$ cat config.mk
export PLATFORM = sky130hd
export DESIGN_NAME = url_percent_encoder
export DESIGN_NICKNAME = d
export VERILOG_FILES = /design/src/design/upe_pkg.sv /design/src/design/url_percent_encoder.sv /design/src/design/upe_encode.sv
export SDC_FILE = /design/constraint.sdc
export NUM_CORES = 1
export LEC_CHECK = 0
export BUFFER_PORTS_ARGS = -buffer_cell sky130_fd_sc_hd__buf_2
export CELL_PAD_IN_SITES_DETAIL_PLACEMENT = 0
export CELL_PAD_IN_SITES_GLOBAL_PLACEMENT = 1
export CORE_UTILIZATION = 43
export DETAILED_ROUTE_END_ITERATION = 6
export PLACE_DENSITY = 0.88
export SETUP_SLACK_MARGIN = 0.15
export SKIP_CTS_REPAIR_TIMING = 1
export SYNTH_ARGS = -nofsm -noshare
export SYNTH_HDL_FRONTEND = slang
export SYNTH_SLANG_ARGS = --single-unit
$ cat constraint.sdc
create_clock -name aclk -period 5 [get_ports aclk]
set_clock_uncertainty 0.1 [all_clocks]
set_input_delay 0.75 -clock aclk [delete_from_list [all_inputs] [get_ports aclk]]
set_output_delay 0.75 -clock aclk [all_outputs]
set_load 0.05 [all_outputs]
$ cat src/design/upe_pkg.sv
`timescale 1ns / 1ps

package upe_pkg;

    localparam int CP_W   = 21;
    localparam int COMP_W = 2;
    localparam int CHAR_W = 7;

    typedef enum logic [COMP_W-1:0] {
        COMP_PATH     = 2'd0,
        COMP_QUERY    = 2'd1,
        COMP_FRAGMENT = 2'd2,
        COMP_USERINFO = 2'd3
    } comp_t;

    // position inside one escape triplet
    typedef enum logic [1:0] {
        PH_PCT = 2'd0,
        PH_HI  = 2'd1,
        PH_LO  = 2'd2
    } phase_t;

    typedef struct packed {
        logic [CHAR_W-1:0] out_char;
        logic              last;
    } upe_char_t;

    localparam logic [CHAR_W-1:0] CH_PCT = 7'h25;

    function automatic logic [CHAR_W-1:0] hex_digit(input logic [3:0] v);
        logic [CHAR_W-1:0] r;
        if (v < 4'd10) begin
            r = 7'h30 + {3'b000, v};
        end else begin
            r = 7'h37 + {3'b000, v};
        end
        return r;
    endfunction

    function automatic logic is_allowed(input logic [CP_W-1:0] cp, input comp_t comp);
        logic [CHAR_W-1:0] c;
        logic              ok;
        c  = cp[CHAR_W-1:0];
        ok = 1'b0;
        if (cp[CP_W-1:CHAR_W] == '0) begin
            if ((c >= 7'h30 && c <= 7'h39) || (c >= 7'h41 && c <= 7'h5A) ||
                (c >= 7'h61 && c <= 7'h7A)) begin
                ok = 1'b1;
            end
            // unreserved marks and sub-delims
            if (c == 7'h2D || c == 7'h2E || c == 7'h5F || c == 7'h7E ||
                c == 7'h21 || c == 7'h24 || c == 7'h26 || c == 7'h27 ||
                c == 7'h28 || c == 7'h29 || c == 7'h2A || c == 7'h2B ||
                c == 7'h2C || c == 7'h3B || c == 7'h3D) begin
                ok = 1'b1;
            end
            if (comp != COMP_USERINFO && (c == 7'h3A || c == 7'h40 || c == 7'h2F)) begin
                ok = 1'b1;
            end
            if ((comp == COMP_QUERY || comp == COMP_FRAGMENT) && c == 7'h3F) begin
                ok = 1'b1;
            end
        end
        return ok;
    endfunction

endpackage

$ cat src/design/url_percent_encoder.sv
`timescale 1ns / 1ps

// URL percent encoder. Each input beat holds one code point (s_tdata) and
// its URL component (s_tuser: path, query, fragment, user info). A character
// allowed in that component comes out as one beat; any other is sent as its
// UTF-8 bytes, each as '%' and two uppercase hex digits, so 3, 6, 9 or 12
// beats, with m_tlast on the final one. The output stage produces one
// character per cycle while m_tready allows it; the held input register waits
// for its last character. The next input is taken in the cycle its
// predecessor's last character enters the output register, so pass-through
// text streams at one beat per clock while m_tready is high. Surrogates are
// encoded as 3 bytes like other BMP values.
module url_percent_encoder (
    input  logic       aclk,
    input  logic       aresetn,
    input  logic       s_tvalid,
    output logic       s_tready,
    input  logic [23:0] s_tdata,   // [20:0] code_point, [23:21] zero
    input  logic [1:0] s_tuser,    // [1:0] component
    output logic       m_tvalid,
    input  logic       m_tready,
    output logic [7:0] m_tdata,    // [6:0] out_char, [7] zero
    output logic       m_tlast
);
    import upe_pkg::*;

    logic                in_valid_reg;
    logic [CP_W-1:0]     cp_reg;
    comp_t               comp_reg;
    logic [1:0]          byte_idx_reg, byte_idx_next;
    phase_t              phase_reg, phase_next;
    logic                m_valid_reg;
    logic [CHAR_W-1:0]   m_char_reg;
    logic                m_last_reg;

    upe_char_t enc;
    logic      load;
    logic      consume;

    upe_encode u_encode (
        .code_point (cp_reg),
        .component  (comp_reg),
        .byte_idx   (byte_idx_reg),
        .phase      (phase_reg),
        .result     (enc)
    );

    assign load     = in_valid_reg && (!m_valid_reg || m_tready);
    assign consume  = load && enc.last;
    assign s_tready = !in_valid_reg || consume;

    always_comb begin
        byte_idx_next = byte_idx_reg;
        phase_next    = phase_reg;
        if (load) begin
            if (enc.last) begin
                byte_idx_next = 2'd0;
                phase_next    = PH_PCT;
            end else begin
                case (phase_reg)
                    PH_PCT:  phase_next = PH_HI;
                    PH_HI:   phase_next = PH_LO;
                    default: begin
                        phase_next    = PH_PCT;
                        byte_idx_next = byte_idx_reg + 2'd1;
                    end
                endcase
            end
        end
    end

    always_ff @(posedge aclk) begin
        if (!aresetn) begin
            in_valid_reg <= 1'b0;
            m_valid_reg  <= 1'b0;
            byte_idx_reg <= 2'd0;
            phase_reg    <= PH_PCT;
        end else begin
            byte_idx_reg <= byte_idx_next;
            phase_reg    <= phase_next;
            if (s_tvalid && s_tready) begin
                in_valid_reg <= 1'b1;
            end else if (consume) begin
                in_valid_reg <= 1'b0;
            end
            if (load) begin
                m_valid_reg <= 1'b1;
            end else if (m_tready) begin
                m_valid_reg <= 1'b0;
            end
        end
    end

    always_ff @(posedge aclk) begin
        if (s_tvalid && s_tready) begin
            cp_reg   <= s_tdata[CP_W-1:0];
            comp_reg <= comp_t'(s_tuser);
        end
        if (load) begin
            m_char_reg <= enc.out_char;
            m_last_reg <= enc.last;
        end
    end

    assign m_tvalid = m_valid_reg;
    assign m_tdata  = {1'b0, m_char_reg};
    assign m_tlast  = m_last_reg;

endmodule

$ cat src/design/upe_encode.sv
`timescale 1ns / 1ps

module upe_encode (
    input  logic [upe_pkg::CP_W-1:0] code_point,
    input  upe_pkg::comp_t           component,
    input  logic [1:0]               byte_idx,
    input  upe_pkg::phase_t          phase,
    output upe_pkg::upe_char_t       result
);
    import upe_pkg::*;

    logic       pass;
    logic [7:0] bytes [4];
    logic [1:0] last_idx;
    logic [7:0] cur;

    always_comb begin
        bytes[0] = 8'h00;
        bytes[1] = 8'h00;
        bytes[2] = 8'h00;
        bytes[3] = 8'h00;
        if (code_point < 21'h80) begin
            bytes[0] = {1'b0, code_point[6:0]};
            last_idx = 2'd0;
        end else if (code_point < 21'h800) begin
            bytes[0] = {3'b110, code_point[10:6]};
            bytes[1] = {2'b10, code_point[5:0]};
            last_idx = 2'd1;
        end else if (code_point < 21'h10000) begin
            bytes[0] = {4'b1110, code_point[15:12]};
            bytes[1] = {2'b10, code_point[11:6]};
            bytes[2] = {2'b10, code_point[5:0]};
            last_idx = 2'd2;
        end else begin
            // above the Unicode range the plain 4-byte pattern still applies
            bytes[0] = {5'b11110, code_point[20:18]};
            bytes[1] = {2'b10, code_point[17:12]};
            bytes[2] = {2'b10, code_point[11:6]};
            bytes[3] = {2'b10, code_point[5:0]};
            last_idx = 2'd3;
        end
    end

    assign pass = is_allowed(code_point, component);
    assign cur  = bytes[byte_idx];

    always_comb begin
        if (pass) begin
            result.out_char = code_point[CHAR_W-1:0];
            result.last     = 1'b1;
        end else begin
            case (phase)
                PH_PCT:  result.out_char = CH_PCT;
                PH_HI:   result.out_char = hex_digit(cur[7:4]);
                default: result.out_char = hex_digit(cur[3:0]);
            endcase
            result.last = (phase == PH_LO) && (byte_idx == last_idx);
        end
    end

endmodule
-- Word-level counts from Yosys, hierarchy flattened
Cells that the tools add are included.
- add/sub/neg operators: 5
- order comparisons: 12
- eq/ne operators: 26
- muxes and demuxes: 29
- bitwise logic cells: 1
- reductions and logical operators: 38
- operator list (kind ; count):
    equality test 7 x 6 -> 1 bit (second input constant) ; 16
    two-way mux 8 bit ; 5
    two-way mux 16 bit ; 2
    adder 6 x 4 -> 7 bit (first input constant) ; 4
    two-way mux 24 bit ; 1
    equality test 7 bit (second input constant) ; 3
    logical OR 1 bit ; 21
    less-than comparator 21 x 12 -> 1 bit (second input constant) ; 1
    less-than comparator 21 x 17 -> 1 bit (second input constant) ; 1
    less-than comparator 21 x 8 -> 1 bit (second input constant) ; 1
    two-way mux 21 bit ; 1
    binary-select mux 8 bit (select 2 bit) ; 1
    greater-or-equal comparator 7 bit (second input constant) ; 2
    <= comparator 7 bit (second input constant) ; 2
    logical NOT 14 bit ; 1
    two-way mux 7 bit ; 2
    one-hot mux 7 bit (2 select lines) ; 1
    two-way mux 1 bit ; 10
    two-way mux 2 bit ; 5
    logical AND 1 bit ; 9
    less-than comparator 4 bit (second input constant) ; 2
    greater-or-equal comparator 7 x 6 -> 1 bit (second input constant) ; 1
    <= comparator 7 x 6 -> 1 bit (second input constant) ; 1
    equality test 2 x 1 -> 1 bit (second input constant) ; 2
    other kinds (13) ; 16
- flip-flop bits (word level): 37
- input bits: 30
- output and inout port bits: 11
- logic and storage cells: 119

-- Longest topological paths before layout
Gate-level depths: netlist of the first run.
- word-level depth: 24
- mapped depth: 12
- gate-level depth less buffers: 11

-- Modules after synthesis
Synthesis of the first run repeated with hierarchy kept, for this count alone.
- cell total of the unflattened synthesis: 263
- area, all modules: 2575.0 um^2
- by module, submodules not included (module ; times used ; cells an instance ; area an instance (um^2) ; sequential area each (um^2)):
    upe_encode ; 1 ; 197 ; 1348.8 ; 0.0
    url_percent_encoder ; 1 ; 66 ; 1226.2 ; 1051.0

-- Worst setup path before layout of the first run
Ideal clock, no wire load.
- path type: flip-flop to flip-flop
- start point: register cp_reg[16]
- end point: register comp_reg[0] (enable)
- setup time: 0.405 ns
- arrival: 3.023 ns
- data required time: 4.495 ns
- slack: 1.471 ns
- cell stages (with the launch flop): 9
- path buffers: 0
- clock period less this slack: 3.529 ns
- cells stage by stage: edfxtp_1 -> or3_1 -> a2111oi_1 -> o21ai_0 -> o21a_1 -> nor2_1 -> a21o_1 -> a21oi_1 -> nor2b_1
- RTL lines (item ; line ; text):
    start, declared ; url_percent_encoder.sv:28 ; logic [CP_W-1:0] cp_reg;
    start signal, assigned ; url_percent_encoder.sv:96 ; cp_reg <= s_tdata[CP_W-1:0];
    end signal, assigned ; url_percent_encoder.sv:97 ; comp_reg <= comp_t'(s_tuser);
    end, declared ; url_percent_encoder.sv:29 ; comp_t comp_reg;

==> results of run 1 <==
## metal layers
layer,global-route usage [%],vias up,wire (um)
met2,30.2,60,2500
met3,4.88,6,337
met1,27.3,980,2590
met5,0,-,0
li1,-,1052,-
met4,6.98,0,69
## stage by stage
step	setup slack [ns]	power (mW)	area [sq um]
global placement	1.45	0.474	2670
detailed placement	1.46	0.476	2670
CTS	1.13	0.673	2750
global route	0.895	0.697	2750
finish	1.07	0.670	2750
floorplan	1.47	0.445	2430
## final timing paths
| check | endpoint | from |
|---|---|---|
| worst max-delay path | s_tready | cp_reg[16] |
| worst min-delay path | m_tvalid | in_valid_reg |
| worst max register to register | m_char_reg[1] | cp_reg[16] |
| worst min register to register | m_tvalid | in_valid_reg |
## power groups by stage
stage	clock network (mW)	logic [mW]	registers, mW
after floorplan	0	0.0595	0.386
after global placement	0	0.0921	0.382
after detailed placement	0	0.0935	0.382
after CTS	0.204	0.0940	0.376
after global routing	0.214	0.104	0.379
final	0.200	0.0937	0.376
## critical path: stages (launching register included)
cell and delay [ns]:
edfxtp_1 0.44, or3_1 0.50, a2111oi_1 0.74, o21ai_0 0.22, o21a_1 0.18, nor2_1 0.14, a21o_1 0.15, a21oi_1 0.11
inv_1 0.06, buf_2 0.25
## cells in the mapped netlist (all sizes together) (2+ instances only)
master   count
o21ai       23
and2         3
nand3        6
nor2b        6
buf          2
o32ai        2
a31oi        7
nor2        16
nor3         8
inv         12
or2          2
o21a         3
a2111oi      2
mux2         3
or3          2
dfxtp        6
nand2       27
xnor2        2
and3         3
a21boi       3
a21oi       13
or4          2
a22oi        3
o31ai        2
a211oi       7
o2111ai      3
clkbuf      11
nor4         4
a311o        3
edfxtp      31
a221o        3
ha           3
a21o         4
nor3b        2
nand3b       2
nand2b      11
mux2i        3
## layout make-up
| type | count | area [sq um] | area share (%) |
|---|---|---|---|
| multi-input combinational | 198 | 1280 | 46.6 |
| sequential | 37 | 1050 | 38.2 |
| timing repair buffer | 39 | 203 | 7.36 |
| tap | 72 | 90.1 | 3.27 |
| clock buffer | 6 | 72.6 | 2.64 |
| inverter | 12 | 45.0 | 1.64 |
| clock inverter | 2 | 10.0 | 0.363 |
## logic make-up (layout without fill, tap and decap cells)
group / Yosys count / count (layout) / share of synthesized area [%]
buf+inv: 25 / 59 / 4.07
fa+ha+maj: 3 / 3 / 1.54
mux: 6 / 6 / 2.63
simple gates: 97 / 97 / 22.3
other cells: 1 / 1 / 0.154
compound gates: 88 / 88 / 25.0
flops: 37 / 37 / 43.3
xor+xnor: 3 / 3 / 1.08
==> key figures, run 1 <==
Power and ir drop
  • Design internal power: a little under 0.5 mW
  • Sw power: 0.183 mW
  • Cell Pwr Density: between 200 and 250 mW/mm^2
  • Clock power share: 29.8%
  • Peak VDD IR: roughly 0.15 mV
  • Flop pwr share: 56.2%
  • P_leak: 1.01 nW
  • Switching share of total power: 27.3%
  • Combinational power share: roughly 14%

Cells and area
  • Largest register FFs: 21
  • Ratio of cells with drive above 1 in the final layout: about a fifth
  • FILL cells: between 500 and 600
  • Nets: roughly 330
  • Antenna Cells: 0
  • Most common cell after layout, fill and taps aside: buf_2
  • Synthesis-to-finish area growth: 13.3%
  • Most frequent cells in the layout: buf_2, edfxtp_1, nand2_1
  • Final core utilization: 50.3%
  • Post-Layout Cell Count: ~370

CTS
  • Num CTS Buffers: 5
  • CTS tree: done
  • Clk sinks: 37
  • Clock slew at reported path FFs: around 0.07 ns
  • Clk_lat worst skew: slightly below 0.3 ns
  • Clk buf depth: 2
  • Clk root buf: clkbuf_8
  • H-tree Lvls: 2

Timing
  • Endpoints failing hold: 0
  • Slew Limit Fails: 0
  • Worst slew pin tran: between 0.8 and 0.9 ns
  • RSZ-0062 raised after global routing: no
  • Worst rel slew slack: 46.4%
  • Fin crit period: between 3 and 4 ns
  • Fin crit share: 78.6%
  • Hold Slack: 0.388 ns
  • Setup tns final: 0 ns
  • Final setup violation count: 0
  • Fmax achieved: roughly 0.25 GHz

Synthesis
  • Cell accounting for the most synthesized area: edfxtp_1
  • Syn Nets: ~290
  • Register bit count reported by yosys: 37
  • Post-Syn Instances: 260
  • Synthesized area per cell: approximately 9.3 sq um
  • Register area share after synthesis: approximately 43%
  • EDFF count, synth: 31
  • Top_reg_cell synth: edfxtp_1
  • Syn Std Cell Area: 0.00243 sq mm
  • Unique cell type count in the Yosys netlist: about 60
  • Top cell type's share of synthesized area: 38.3%
  • Async S/R FF share, synth: 0%
  • Largest cells by area after synthesis: edfxtp_1, dfxtp_1, nand2_1
  • Synth warnings: 0

Drt
  • DRT Wirelength: between 5 and 6 mm
  • Vias per inst: about 5.7
  • DR pass1 iterations: 4
  • Post-route ant nets: 0
  • Drt wl/cell: about 15 um
  • DRT iter0 DRCs: ~150
  • Vias: around 2100
  • Remaining DRCs: 0

Floorplan
  • Starting Density: around 44%
  • Die height: just under 80 um
  • Cell Rows: 27
  • Core box area: about 0.0055 sq mm
  • Die width: 77.2 um
  • Ports: just over 40
  • Die area: between 0.005 and 0.006 sq mm

Global routing
  • Number of antenna violations at the first check in global routing: 0
  • GRT Total Usage: between 10% and 20%
  • GRT overflow: 0
  • Largest net degree at the start of global routing: 24
  • Vias in the first global route: 1915
  • Global-route wire length before repair: between 9 and 10 mm

Setup path
  • CP arrival: between 3 and 4 ns
  • R2R setup slack: 1.49 ns
  • Capturing element type of the critical path: primary output
  • Crit Path Class: reg2out
  • CP startpoint kind: flop
  • Crit-path max FO: 5
  • R2r worst-path depth: 9
  • Worst path required time: just over 4 ns

Worst hold path
  • Worst Hold Class: reg2reg
  • Hold Path Stages: 2

Placement
  • Port Buffers: 36
  • Detail Placement HPWL: 3.98 mm
  • Routability cong.: between 0.8 and 0.9
  • DP Cell Count: 358

Flow run
  • Maximum capacitance violations: 0

Outcome
  • Status: finished clean
Power figures use the tool's default switching activity.
==> run 2: changes to the inputs <==
--- a/config.mk
+++ b/config.mk
@@ -8,9 +8,9 @@
 export BUFFER_PORTS_ARGS = -buffer_cell sky130_fd_sc_hd__buf_2
 export CELL_PAD_IN_SITES_DETAIL_PLACEMENT = 0
 export CELL_PAD_IN_SITES_GLOBAL_PLACEMENT = 1
-export CORE_UTILIZATION = 43
+export CORE_UTILIZATION = 39
 export DETAILED_ROUTE_END_ITERATION = 6
-export PLACE_DENSITY = 0.88
+export PLACE_DENSITY = 0.84
 export SETUP_SLACK_MARGIN = 0.15
 export SKIP_CTS_REPAIR_TIMING = 1
 export SYNTH_ARGS = -nofsm -noshare
==> constraint.sdc (replaced) <==
create_clock -name aclk -period 3.2 [get_ports aclk]
set_clock_uncertainty 0.1 [all_clocks]
set_input_delay 0.48 -clock aclk [delete_from_list [all_inputs] [get_ports aclk]]
set_output_delay 0.48 -clock aclk [all_outputs]
set_load 0.05 [all_outputs]
==> key figures, run 2 (synthesis results as in run 1) <==
Power and ir drop
  • P_leak: ~1.2 nW
  • Peak VDD IR: 0.284 mV
  • Total Power: between 1 and 1.5 mW
  • Cell Pwr Density: between 300 and 400 mW/mm^2

Global routing
  • Largest net degree at the start of global routing: 24
  • Global-route wire length before repair: 10.1 mm
  • Number of antenna violations at the first check in global routing: 0
  • GRT Total Usage: 20.2%
  • GRT overflow: 0
  • Vias in the first global route: 2117

Setup path
  • CP top delay family: simple AND/OR/NAND/NOR gates
  • CP Capture Point: m_char_reg[1]
  • RR Endpoint: m_char_reg[1]
  • CP arrival: approximately 3.1 ns
  • R2R setup slack: 0.03 ns
  • Cell breakdown of the critical path: or4_4, nor4_4, buf_4, nand2_4, o2111ai_2, a311o_1, inv_2, ha_4, a21boi_2, a221o_1, mux2_4
  • Crit Path Class: reg2reg
  • Worst path slowest cell: or4_4
  • Max incr delay on CP: roughly 0.62 ns
  • Worst r2r src: cp_reg[13]
  • Crit-path max FO: 4
  • CP Depth: 11
  • Crit path buffers/inverters: 2
  • Critical path origin: cp_reg[13]
  • Capturing element type of the critical path: flop
  • R2r worst-path depth: 11
  • Worst path required time: 3.14 ns
  • CP startpoint kind: flop

Placement
  • Routability cong.: 0.896
  • DP Cell Count: slightly below 400
  • Detail Placement HPWL: between 4 and 5 mm
  • Dpl cell area: roughly 0.0029 sq mm
  • Pre-CTS worst setup slack: -0.0460 ns
  • Port Buffers: 36

Cells and area
  • Ratio of cells with drive above 1 in the final layout: 35.2%
  • Largest register FFs: 21
  • Finished Cell Area: between 0.003 and 0.004 sq mm
  • Post-Layout Cell Count: between 400 and 500
  • FILL cells: between 500 and 600
  • Most frequent cells in the layout: buf_4, buf_2, edfxtp_1
  • Synthesis-to-finish area growth: 32.5%
  • Antenna Cells: 0
  • Most common cell after layout, fill and taps aside: buf_4
  • Nets: between 300 and 400

Floorplan
  • Core box area: between 0.005 and 0.006 sq mm
  • Cell Rows: 28
  • Ports: 41
  • Die area: 0.00655 sq mm
  • Die width: about 81 um
  • Die height: between 80 and 90 um
  • Starting Density: 40.8%

Timing
  • Fin crit share: about 99%
  • Fmax achieved: 0.316 GHz
  • Fin crit period: 3.17 ns
  • Worst rel slew slack: a little under three fifths
  • Final setup violation count: 0
  • Worst slew pin tran: 0.641 ns
  • RSZ-0062 raised after global routing: yes
  • Slew Limit Fails: 0
  • PnR worst setup slack: between 0.03 and 0.04 ns
  • Endpoints failing hold: 0

CTS
  • Clk sinks: 37
  • Clk buf depth: 2
  • Clk_lat worst skew: 0.29 ns
  • H-tree Lvls: 2
  • Num CTS Buffers: 5
  • Clk root buf: clkbuf_8
  • Clock slew at reported path FFs: ~0.070 ns
  • CTS tree: done

Drt
  • Drt wl/cell: around 16 um
  • Remaining DRCs: 0
  • DRT iter0 DRCs: ~240
  • Vias per inst: roughly 5.6
  • Vias: roughly 2300
  • DR pass1 iterations: 4
  • Post-route ant nets: 0
  • DRT Wirelength: 6.44 mm

Outcome
  • Status: finished clean

Worst hold path
  • Worst Hold Class: in2reg
  • HP Start: s_tdata[5]

Flow run
  • Maximum capacitance violations: 0
run 2: through the flow:
step	hold slack (ns)	TNS, ns	util, %
6_report	0.259	0	54.1
5_1_grt	0.245	-0.104	54.1
4_1_cts	0.254	-0.397	51.0
3_5_place_dp	0.376	-0.0460	49.1
3_3_place_gp	0.365	0	49.1
2_1_floorplan	0.356	0	-
run 2: final cells by class:
| class | instances | area [sq um] | area share (%) |
|---|---|---|---|
| multi-input combinational | 198 | 1410 | 43.7 |
| sequential | 37 | 1050 | 32.6 |
| timing repair buffer | 77 | 514 | 16.0 |
| tap | 75 | 93.8 | 2.91 |
| clock buffer | 5 | 68.8 | 2.14 |
| inverter | 12 | 45.0 | 1.40 |
| clock inverter | 3 | 41.3 | 1.28 |
run 2: routing by layer:
metal	vias to the layer above	GRT usage [%]	share of wire, %
li1	1130	-	-
met1	1081	27.3	45
met2	67	31.6	49
met3	6	4.16	5.5
met4	0	7.68	1.1
met5	-	0	0
run 2: worst min path at each step:
| stage | end | depth (start not counted) |
|---|---|---|
| 2_1_floorplan | m_tvalid | 2 |
| 3_3_place_gp | m_tvalid | 2 |
| 3_5_place_dp | m_tvalid | 2 |
| 4_1_cts | cp_reg[5] | 1 |
| 5_1_grt | cp_reg[9] | 1 |
| 6_report | cp_reg[5] | 1 |
run 2: where the power goes:
part	switching, mW	total (mW)	internal, mW
Clock	0.167	0.396	0.229
Combinational	0.112	0.197	0.0848
Sequential	0.0280	0.581	0.553
